--- src/rtl/rgb_to_hsv_hsl_assert.svh ---
// Assertion macros for the HSV/HSL converter.
`ifndef RGB_TO_HSV_HSL_ASSERT_SVH
`define RGB_TO_HSV_HSL_ASSERT_SVH

// Implication checked on every rising clock edge outside reset.
`define RHH_ASSERT_IMP(lbl, clk, rst_n, ante, cons) \
  lbl: assert property (@(posedge clk) disable iff (!rst_n) (ante) |-> (cons)) \
    else $error("rhh assertion failed");

// Next-cycle implication.
`define RHH_ASSERT_NEXT(lbl, clk, rst_n, ante, cons) \
  lbl: assert property (@(posedge clk) disable iff (!rst_n) (ante) |=> (cons)) \
    else $error("rhh assertion failed");

`endif

--- src/rtl/rhh_pkg.sv ---
package rhh_pkg;
  localparam int FRACTION_BITS_DEF = 16;
  localparam int OUT_FRAC_W        = 16;
  localparam int CH_W              = 8;

  typedef enum logic [1:0] {
    HUE_ZERO  = 2'd0,
    HUE_GREEN = 2'd1,
    HUE_BLUE  = 2'd2,
    HUE_RED   = 2'd3
  } hue_sel_t;
endpackage

--- src/rtl/rhh_if.sv ---
interface rhh_in_if;
  logic       valid;
  logic       ready;
  logic [7:0] red;
  logic [7:0] green;
  logic [7:0] blue;
  modport source (output valid, red, green, blue, input ready);
  modport sink   (input valid, red, green, blue, output ready);
endinterface

interface rhh_out_if;
  logic        valid;
  logic        ready;
  logic [15:0] hue;
  logic [15:0] sat_hsv;
  logic [7:0]  value_level;
  logic [15:0] sat_hsl;
  logic [8:0]  lightness_twice;
  modport source (output valid, hue, sat_hsv, value_level, sat_hsl, lightness_twice,
                  input ready);
  modport sink   (input valid, hue, sat_hsv, value_level, sat_hsl, lightness_twice,
                  output ready);
endinterface

--- src/rtl/rhh_div_cell.sv ---
// One restoring-division step for three independent quotients.
// Partial remainder stays below the divisor; one quotient bit per cell.
module rhh_div_cell #(
  parameter int NW = 12,   // remainder/divisor width
  parameter int QW = 17,   // quotient width
  parameter int SW = 17    // side data width
) (
  input  logic          clk,
  input  logic          en,
  input  logic [NW-1:0] rem_i [3],
  input  logic [NW-1:0] den_i [3],
  input  logic [QW-1:0] quo_i [3],
  input  logic [SW-1:0] side_i,
  output logic [NW-1:0] rem_o [3],
  output logic [NW-1:0] den_o [3],
  output logic [QW-1:0] quo_o [3],
  output logic [SW-1:0] side_o
);
  logic [NW:0]   trial [3];
  logic [NW-1:0] rem_nxt [3];
  logic [QW-1:0] quo_nxt [3];

  always_comb begin
    for (int k = 0; k < 3; k++) begin
      trial[k] = {rem_i[k], 1'b0};
      if (trial[k] >= {1'b0, den_i[k]}) begin
        rem_nxt[k] = NW'(trial[k] - {1'b0, den_i[k]});
        quo_nxt[k] = {quo_i[k][QW-2:0], 1'b1};
      end else begin
        rem_nxt[k] = trial[k][NW-1:0];
        quo_nxt[k] = {quo_i[k][QW-2:0], 1'b0};
      end
    end
  end

  always_ff @(posedge clk) begin
    if (en) begin
      rem_o  <= rem_nxt;
      den_o  <= den_i;
      quo_o  <= quo_nxt;
      side_o <= side_i;
    end
  end
endmodule

--- src/rtl/rgb_to_hsv_hsl.sv ---
// RGB to HSV/HSL converter. Accepts one pixel per clock unless stalled and returns one
// result per pixel through a registered max/min/numerator setup stage, then a row of
// FRACTION_BITS+1 division cells, each producing one quotient bit of hue, HSV
// saturation and HSL saturation. The whole row advances whenever the output register is
// empty or being taken, so throughput is one pixel per clock without stalls.
`include "rgb_to_hsv_hsl_assert.svh"
module rgb_to_hsv_hsl #(
  parameter int FRACTION_BITS = rhh_pkg::FRACTION_BITS_DEF
) (
  input logic clk,
  input logic rst_n,
  rhh_in_if.sink    in_if,
  rhh_out_if.source out_if
);
  localparam int NW = 12;             // holds twice 6*c, up to 3060
  localparam int QW = FRACTION_BITS + 1;
  localparam int NS = FRACTION_BITS + 1;
  localparam int FW = rhh_pkg::OUT_FRAC_W;
  localparam int SW = 17;             // {max, max+min}

  logic en;
  logic [NS:0] vld_r;
  assign en = !out_if.valid || out_if.ready;
  assign in_if.ready = en && rst_n;

  // setup stage
  logic [7:0] r, g, b, mx, mn, c;
  logic [8:0] sum;
  rhh_pkg::hue_sel_t sel;
  logic [NW-1:0] hnum, hden, snum, sden, lnum, lden;
  logic hz, sz, lz;

  always_comb begin
    r = in_if.red; g = in_if.green; b = in_if.blue;
    mx = r; mn = r;
    if (g > mx) mx = g;
    if (b > mx) mx = b;
    if (g < mn) mn = g;
    if (b < mn) mn = b;
    c = mx - mn;
    sum = {1'b0, mx} + {1'b0, mn};
    hden = NW'(c) * NW'(6);
    priority if (c == 8'd0) sel = rhh_pkg::HUE_ZERO;
    else if (g == mx) sel = rhh_pkg::HUE_GREEN;
    else if (b == mx) sel = rhh_pkg::HUE_BLUE;
    else sel = rhh_pkg::HUE_RED;
    unique case (sel)
      rhh_pkg::HUE_GREEN: hnum = NW'(b) + (NW'(c) << 1) - NW'(r);
      rhh_pkg::HUE_BLUE:  hnum = (NW'(c) << 2) + NW'(r) - NW'(g);
      rhh_pkg::HUE_RED:   hnum = (g >= b) ? NW'(g - b) : hden + NW'(g) - NW'(b);
      default:            hnum = '0;
    endcase
    hz = (sel == rhh_pkg::HUE_ZERO);
    if (hz) hden = NW'(1);
    snum = NW'(c);
    sz = (mx == 8'd0);
    sden = sz ? NW'(1) : NW'(mx);
    lnum = NW'(c);
    lz = (mx == 8'd0) || (mn == 8'hff);
    if (lz) lden = NW'(1);
    else if (sum <= 9'd255) lden = NW'(sum);
    else lden = NW'(10'd510 - {1'b0, sum});
  end

  // numerators never exceed denominators; divisors are stored doubled so the
  // first cell yields the integer bit and the rest yield the fraction bits
  logic [NW-1:0] rem0_r [3];
  logic [NW-1:0] den0_r [3];
  logic [SW-1:0] side0_r;

  always_ff @(posedge clk) begin
    if (en) begin
      rem0_r[0] <= hz ? '0 : hnum;
      rem0_r[1] <= sz ? '0 : snum;
      rem0_r[2] <= lz ? '0 : lnum;
      den0_r[0] <= hden << 1;
      den0_r[1] <= sden << 1;
      den0_r[2] <= lden << 1;
      side0_r   <= {mx, sum};
    end
  end

  logic [NW-1:0] rem_a [NS+1][3];
  logic [NW-1:0] den_a [NS+1][3];
  logic [QW-1:0] quo_a [NS+1][3];
  logic [SW-1:0] side_a [NS+1];

  assign rem_a[0]  = rem0_r;
  assign den_a[0]  = den0_r;
  assign quo_a[0]  = '{'0, '0, '0};
  assign side_a[0] = side0_r;

  for (genvar i = 0; i < NS; i++) begin : g_cell
    rhh_div_cell #(.NW(NW), .QW(QW), .SW(SW)) u_cell (
      .clk(clk), .en(en),
      .rem_i(rem_a[i]), .den_i(den_a[i]), .quo_i(quo_a[i]), .side_i(side_a[i]),
      .rem_o(rem_a[i+1]), .den_o(den_a[i+1]), .quo_o(quo_a[i+1]), .side_o(side_a[i+1])
    );
  end

  always_ff @(posedge clk) begin
    if (!rst_n) vld_r <= '0;
    else if (en) vld_r <= {vld_r[NS-1:0], in_if.valid && in_if.ready};
  end

  // quotient is num*2^FRACTION_BITS/den; top bit set means exactly 1.0
  logic [FW-1:0] q_sat [3];
  always_comb begin
    for (int k = 0; k < 3; k++) begin
      if (quo_a[NS][k][QW-1]) q_sat[k] = FW'((QW'(1) << FRACTION_BITS) - QW'(1));
      else q_sat[k] = FW'(quo_a[NS][k]);
    end
  end

  assign out_if.valid           = vld_r[NS];
  assign out_if.hue             = q_sat[0];
  assign out_if.sat_hsv         = q_sat[1];
  assign out_if.sat_hsl         = q_sat[2];
  assign out_if.value_level     = side_a[NS][16:9];
  assign out_if.lightness_twice = side_a[NS][8:0];

  `RHH_ASSERT_IMP(a_stall_hold, clk, rst_n, out_if.valid && !out_if.ready, !in_if.ready)
  `RHH_ASSERT_NEXT(a_out_hold, clk, rst_n, out_if.valid && !out_if.ready,
                   out_if.valid && $stable(out_if.hue))
  `RHH_ASSERT_IMP(a_light, clk, rst_n, out_if.valid,
                  {1'b0, out_if.value_level} <= out_if.lightness_twice)
endmodule

--- src/flat_wrapper.sv ---
// flat-port wrapper written by rule: the top's interface ports become plain ports
module rgb_to_hsv_hsl_flat 
#(
  parameter int FRACTION_BITS = rhh_pkg::FRACTION_BITS_DEF
)
  (clk, rst_n, in_if_valid, in_if_red, in_if_green, in_if_blue, in_if_ready, out_if_valid, out_if_hue, out_if_sat_hsv, out_if_value_level, out_if_sat_hsl, out_if_lightness_twice, out_if_ready);
  rhh_in_if in_if_i ();
  rhh_out_if out_if_i ();
  input logic clk;
  input logic rst_n;
  input wire logic [$bits(in_if_i.valid)-1:0] in_if_valid;
  input wire logic [$bits(in_if_i.red)-1:0] in_if_red;
  input wire logic [$bits(in_if_i.green)-1:0] in_if_green;
  input wire logic [$bits(in_if_i.blue)-1:0] in_if_blue;
  output wire logic [$bits(in_if_i.ready)-1:0] in_if_ready;
  output wire logic [$bits(out_if_i.valid)-1:0] out_if_valid;
  output wire logic [$bits(out_if_i.hue)-1:0] out_if_hue;
  output wire logic [$bits(out_if_i.sat_hsv)-1:0] out_if_sat_hsv;
  output wire logic [$bits(out_if_i.value_level)-1:0] out_if_value_level;
  output wire logic [$bits(out_if_i.sat_hsl)-1:0] out_if_sat_hsl;
  output wire logic [$bits(out_if_i.lightness_twice)-1:0] out_if_lightness_twice;
  input wire logic [$bits(out_if_i.ready)-1:0] out_if_ready;
  assign in_if_i.valid = in_if_valid;
  assign in_if_i.red = in_if_red;
  assign in_if_i.green = in_if_green;
  assign in_if_i.blue = in_if_blue;
  assign in_if_ready = in_if_i.ready;
  assign out_if_valid = out_if_i.valid;
  assign out_if_hue = out_if_i.hue;
  assign out_if_sat_hsv = out_if_i.sat_hsv;
  assign out_if_value_level = out_if_i.value_level;
  assign out_if_sat_hsl = out_if_i.sat_hsl;
  assign out_if_lightness_twice = out_if_i.lightness_twice;
  assign out_if_i.ready = out_if_ready;
  rgb_to_hsv_hsl #(.FRACTION_BITS(FRACTION_BITS)) u_core (.clk(clk), .rst_n(rst_n), .in_if(in_if_i), .out_if(out_if_i));
endmodule
--- config.mk ---
export PLATFORM = sky130hd
export DESIGN_NAME = rgb_to_hsv_hsl_flat
export DESIGN_NICKNAME = d
export VERILOG_FILES = /design/src/rtl/rhh_pkg.sv /design/src/rtl/rhh_if.sv /design/src/rtl/rhh_div_cell.sv /design/src/rtl/rgb_to_hsv_hsl.sv /design/src/flat_wrapper.sv
export VERILOG_INCLUDE_DIRS = /design/src /design/src/rtl
export SDC_FILE = /design/constraint.sdc
export NUM_CORES = 2
export LEC_CHECK = 0
export BUFFER_PORTS_ARGS = -buffer_cell sky130_fd_sc_hd__buf_4
export CORE_MARGIN = 5
export CORE_UTILIZATION = 57
export DETAILED_ROUTE_END_ITERATION = 8
export PLACE_DENSITY = 0.76
export RECOVER_POWER = 50
export SYNTH_ARGS = -nofsm -noshare
export SYNTH_HDL_FRONTEND = slang
export SYNTH_SLANG_ARGS = --single-unit
--- constraint.sdc ---
create_clock -name clk -period 56.3 [get_ports clk]
set_input_delay 2.815 -clock clk [delete_from_list [all_inputs] [get_ports clk]]
set_output_delay 2.815 -clock clk [all_outputs]
set_load 0.05 [all_outputs]
; Word level (Yosys, flattened, before mapping)
; Index checks and enable logic that the tools add are counted.
; W data, S select, Z words.
[word_totals]
regBits = 1931
wordCells = 467
[op_classes]
mul = 1
reduce_logical = 9
eq_ne = 6
n_mux = 113
n_addsub = 58
magnitude_cmp = 57
[ops]
columns = operator, n
row1 = $ge A13 B12 Y1, 49
row2 = $mux W12, 49
row3 = $sub A12 B12 Y12, 47
row4 = $mux W1, 53
row5 = $mux W16, 3
row6 = $pmux W12 S3, 1
row7 = $sub A12 B8 Y12, 3
row8 = $mux W8, 4
row9 = $ge A9 B12 Y1, 2
row10 = $eq A8 B8 Y1, 2
row11 = $gt A8 B8 Y1, 2
row12 = $logic_not A8 Y1, 2
row13 = $lt A8 B8 Y1, 2
row14 = $add A11 B8 Y12, 1
row15 = $sub A10 B11 Y12, 1
row16 = $add A10 B8 Y11, 1
row17 = $add A8 B9 Y10, 1
row18 = $mul A8 B2 Y10 const B, 1
row19 = $sub A9 B9 Y10 const A, 1
row20 = $add A8 B8 Y9, 1
row21 = $le A9 B8 Y1 const B, 1
row22 = $mux W9, 1
row23 = $sub A8 B8 Y9, 1
row24 = $eq A8 B8 Y1 const B, 1
row25 = other kinds (10), 14

; Logic depth before layout (Yosys ltp)
[depth]
depth_word = 10
mapped_depth = 42

; Modules after synthesis
; A second synthesis with hierarchy kept.
[hier_totals]
cells_unflattened = 8361
hier_area_um2 = 117958.1
[modules_own_cells]
columns = mod, area_per_inst_um2, instances, cells_per_inst
row1 = rhh_div_cell, 6427.4, 17, 436
row2 = rgb_to_hsv_hsl, 8692.1, 1, 949

; Worst setup path after synthesis
; OpenSTA, ideal clock, no wires.
[synth_path]
path_kind = input-to-output
from = input port out_if_ready
to = output port in_if_ready
arrival_ps = 56176
t_required_ps = 53485
slack_ps = -2691
stages = 5
cell_sequence = nor2b_1 > clkbuf_1 > clkinv_1 > clkbuf_1 > and2_1
[synth_via]
elab_chain_len = 2
[synth_lines]
columns = element, line
row1 = from (decl), flat_wrapper.sv:22  ; input wire logic [$bits(out_if_i.ready)-1:0] out_if_ready;
row2 = $logic_or A1 B1 Y1, rgb_to_hsv_hsl.sv:23  ; assign en = !out_if.valid || out_if.ready;
row3 = $logic_and A1 B1 Y1, rgb_to_hsv_hsl.sv:24  ; assign in_if.ready = en && rst_n;
row4 = to (decl), flat_wrapper.sv:15  ; output wire logic [$bits(in_if_i.ready)-1:0] in_if_ready;
; No other way between the ends.

; Worst setup path after layout
; Same ends and word-level chain as after synthesis.

==> impl_summary.log <==
INFO  metric dr.first_iter.drc_count = roughly 2.8k
INFO  metric synth_mux_area_share = 0.1496%
INFO  metric ys_types = 85
INFO  metric final_min_period_over_clock_period = a little under a quarter
INFO  metric worst_ep_arrival_time = just over 10 ns
INFO  metric core_region_area = approximately 0.15 mm²
INFO  metric clkLatencyLatePin = 0.81 ns
INFO  metric synth_area = around 0.086 mm²
INFO  metric placement_rows = 142
INFO  metric postSynthCellCount = 6644
INFO  metric compound_gate_fraction_of_synth_area = slightly above 9%
INFO  metric rr_startpoint = u_core.vld_r[17]
INFO  metric route.detailed.wl_per_inst = ~16 µm
INFO  metric outcome = finished, violations left
INFO  metric grt_use_total = approximately 18%
INFO  metric yosysMostFrequentCell = edfxtp_1
INFO  metric synth_xor_area_share = between 2 and 3%
INFO  metric placed_cell_area = slightly below 0.09 mm²
INFO  metric cp-end-kind = output pin
INFO  metric dr.pass1.iters = 9
INFO  metric grt_setup_unrepaired = no
INFO  metric floorplan.initialDensity = between 50 and 60%
INFO  metric overflow = 0
INFO  metric final_layout_size_suffix_gt1_share = approximately 6%
INFO  metric slew-limit-headroom = -294.6%
INFO  metric max_cap_violations = 4
INFO  metric min-delay-path-class = reg2reg
INFO  metric total_i_o_pin_count = 95
INFO  metric syn-num-nets = around 7.3k
INFO  metric setup-violations-final = 0
INFO  metric postSynthAreaPerCell = 12.96 µm²
INFO  metric place_hpwl = 98.94 mm
INFO  metric hold_viol_final = 0
INFO  metric clockBufferDepth = 3
INFO  metric cell_types_with_the_highest_counts_after_synthesis = edfxtp_1 (1814), inv_1 (753), ha_1 (600)
INFO  metric worst-setup-path-type = in2out
INFO  metric synth_top_family_by_area = adder cells
INFO  metric cts-buffers-inserted = about 180
INFO  metric simple_gate_portion_of_the_synthesized_area = 9.995%
INFO  metric area_growth_syn_to_layout = 10.28%
INFO  metric ctsRootBufferMaster = clkbuf_16
INFO  metric post_synth_fa_ha_maj_area_fraction = 10.20%
INFO  metric post_cts.resized_instances = 0
INFO  metric largest_net_degree_at_the_start_of_global_routing = approximately 200
INFO  metric fin_nets = 7534
INFO  metric detail_route.drc_violations = 0
INFO  metric tritoncts = built
INFO  metric violations = capacitance limit, slew limit
INFO  metric postSynth.asyncResetShare = 0%
INFO  metric routed_wl = 141.4 mm
INFO  metric synth-edff-count = ~1.8k
INFO  metric routabilityCongestion = between 0.8 and 0.9
INFO  metric timing.clock.skew = 0.04236 ns
INFO  metric synth_top_flop_cell = edfxtp_1
INFO  metric period_minus_slack = approximately 13 ns
INFO  metric design.die.area = about 0.16 mm²
INFO  metric postSynthRegisterBits = approximately 1.8k
INFO  metric worstPathRequired = approximately 53 ns
INFO  metric holdCritStartpoint = u_core.g_cell[6].u_cell.side_o[15]
INFO  metric synthesis.yosys.warnings = 0
INFO  metric hold_ws = just under 0.4 ns
INFO  metric post_cts_buffers = 0
INFO  metric yosys.area.top_type = edfxtp_1
INFO  metric yosysTopAreaCellShare = approximately 63%
INFO  metric final-max-slew-violation-count = 358
INFO  metric max_freq = ~76 MHz
INFO  metric cts.reportedPaths.clkPinSlew = roughly 0.070 ns
INFO  metric post_drt_via_cell_ratio = ~5.4
INFO  metric post-route-util = 63.35%
INFO  metric n_fill_cell = roughly 11k
INFO  metric cts_sinks = around 1.8k
INFO  metric ys_seq_area_share = a little under two thirds
INFO  metric grt_antenna_before_repair = 0
INFO  metric die_h = 398.7 µm
INFO  metric vias = slightly below 50k
INFO  metric critPathLaunch = out_if_ready
INFO  metric port-buffer-count = 94
INFO  metric ctsHtreeMaxLevel = 4
INFO  metric worstMarginPinSlew = a little under 6 ns
INFO  metric setup-tns-final = 0 ns
INFO  metric cp-start-kind = input port
INFO  metric ant_nets = 0
INFO  metric netlist_top_cells_area = edfxtp_1 (63%), ha_1 (8.7%), inv_1 (3.3%)
INFO  metric dieWidth = 398.7 µm
INFO  metric critical_path.max_fanout = roughly 150
INFO  metric finalInstanceArea = around 0.095 mm²
INFO  metric cts_hold_buf = 0
INFO  metric grt_pass1_vias = between 40k and 50k
INFO  metric grt_first_pass_wirelength = around 230 mm
[registers in the layout (all words and copies together), names as in the netlist]
| name | flops |
|---|---|
| u_core.den0_r | 29 |
| u_core.rem0_r | 28 |
| u_core.g_cell.u_cell.den_o | 464 |
| u_core.vld_r | 18 |
| u_core.side0_r | 17 |
| u_core.g_cell.u_cell.quo_o | 459 |
| u_core.g_cell.u_cell.side_o | 289 |
| u_core.g_cell.u_cell.rem_o | 528 |
[cells in the final DEF (no fill, tap or decap), types with 20 or more instances in the layout]
cell type	netlist	layout
clkinv_2	0	20
clkinv_1	1	37
or2_2	65	50
and2_0	0	86
inv_1	753	753
nand2b_1	245	245
nand3_1	60	60
a21o_1	208	208
nand4_1	92	92
nor2_1	424	424
o31ai_1	192	192
buf_4	1	102
o211a_1	32	32
nand2_1	398	398
xor2_1	123	123
or4_1	32	32
edfxtp_1	1814	1814
ha_1	600	600
clkbuf_16	0	183
fa_1	64	64
clkbuf_1	113	78
a21oi_1	253	253
xnor2_1	163	163
and2_1	180	94
nor3_1	43	43
nor2b_1	112	112
o21ai_0	474	474
[metrics by stage]
stage	worst slack, ns	instances
finish	43.14	9004
global route	42.10	9002
CTS	44.53	9002
detailed placement	43.68	8673
global placement	43.75	8673
floorplan	25.44	6644
[critical path, stage by stage]
cell and delay (ns):
clkbuf_4 0.11, nor2b_1 0.09, clkbuf_1 0.62, clkinvlp_2 4.66, and2_1 1.77, buf_4 0.24
[cell type report]
| type | instances | area, µm² | area share (%) |
|---|---|---|---|
| multi-input cells | 3939 | 28020 | 29.50 |
| clock buffers | 235 | 4785 | 5.037 |
| flip-flops and latches | 1832 | 54830 | 57.72 |
| inverters | 755 | 2835 | 2.985 |
| diodes | 2 | 5.005 | 0.005269 |
| repair buffers | 131 | 894.6 | 0.9418 |
| clock inverters | 94 | 1099 | 1.156 |
| well taps | 2016 | 2522 | 2.655 |
[layer usage]
metal,vias to the layer above,GRT usage [%],routed length [µm]
li1,24210,-,-
met1,23160,19.94,56000
met2,692,34.16,76390
met3,282,2.994,4462
met4,0,6.483,4586
met5,-,0,0
[worst paths after layout]
check | end | slack [ns] | cells past startpoint
max | in_if_ready | 43.14 | 6
min | u_core.g_cell[7].u_cell.side_o[15] | 0.39 | 0
max reg2reg | u_core.g_cell[2].u_cell.quo_o[1] | 45.03 | 9
min reg2reg | u_core.g_cell[7].u_cell.side_o[15] | 0.39 | 0
[kinds of logic (layout without fill, tap and decap cells)]
family,after synthesis,in the layout
DFF,1832,1832
AOI/OAI and AO/OA,1276,1276
other,0,2
adders and majority gates,664,664
buffers and inverters,873,1215
xor gates and xnor gates,287,287
muxes,11,11
and+or+nand+nor,1701,1701
Power is left out: the tool's default activity adds up to more than one toggle a clock period on the data nets, which glitch-free logic cannot reach.
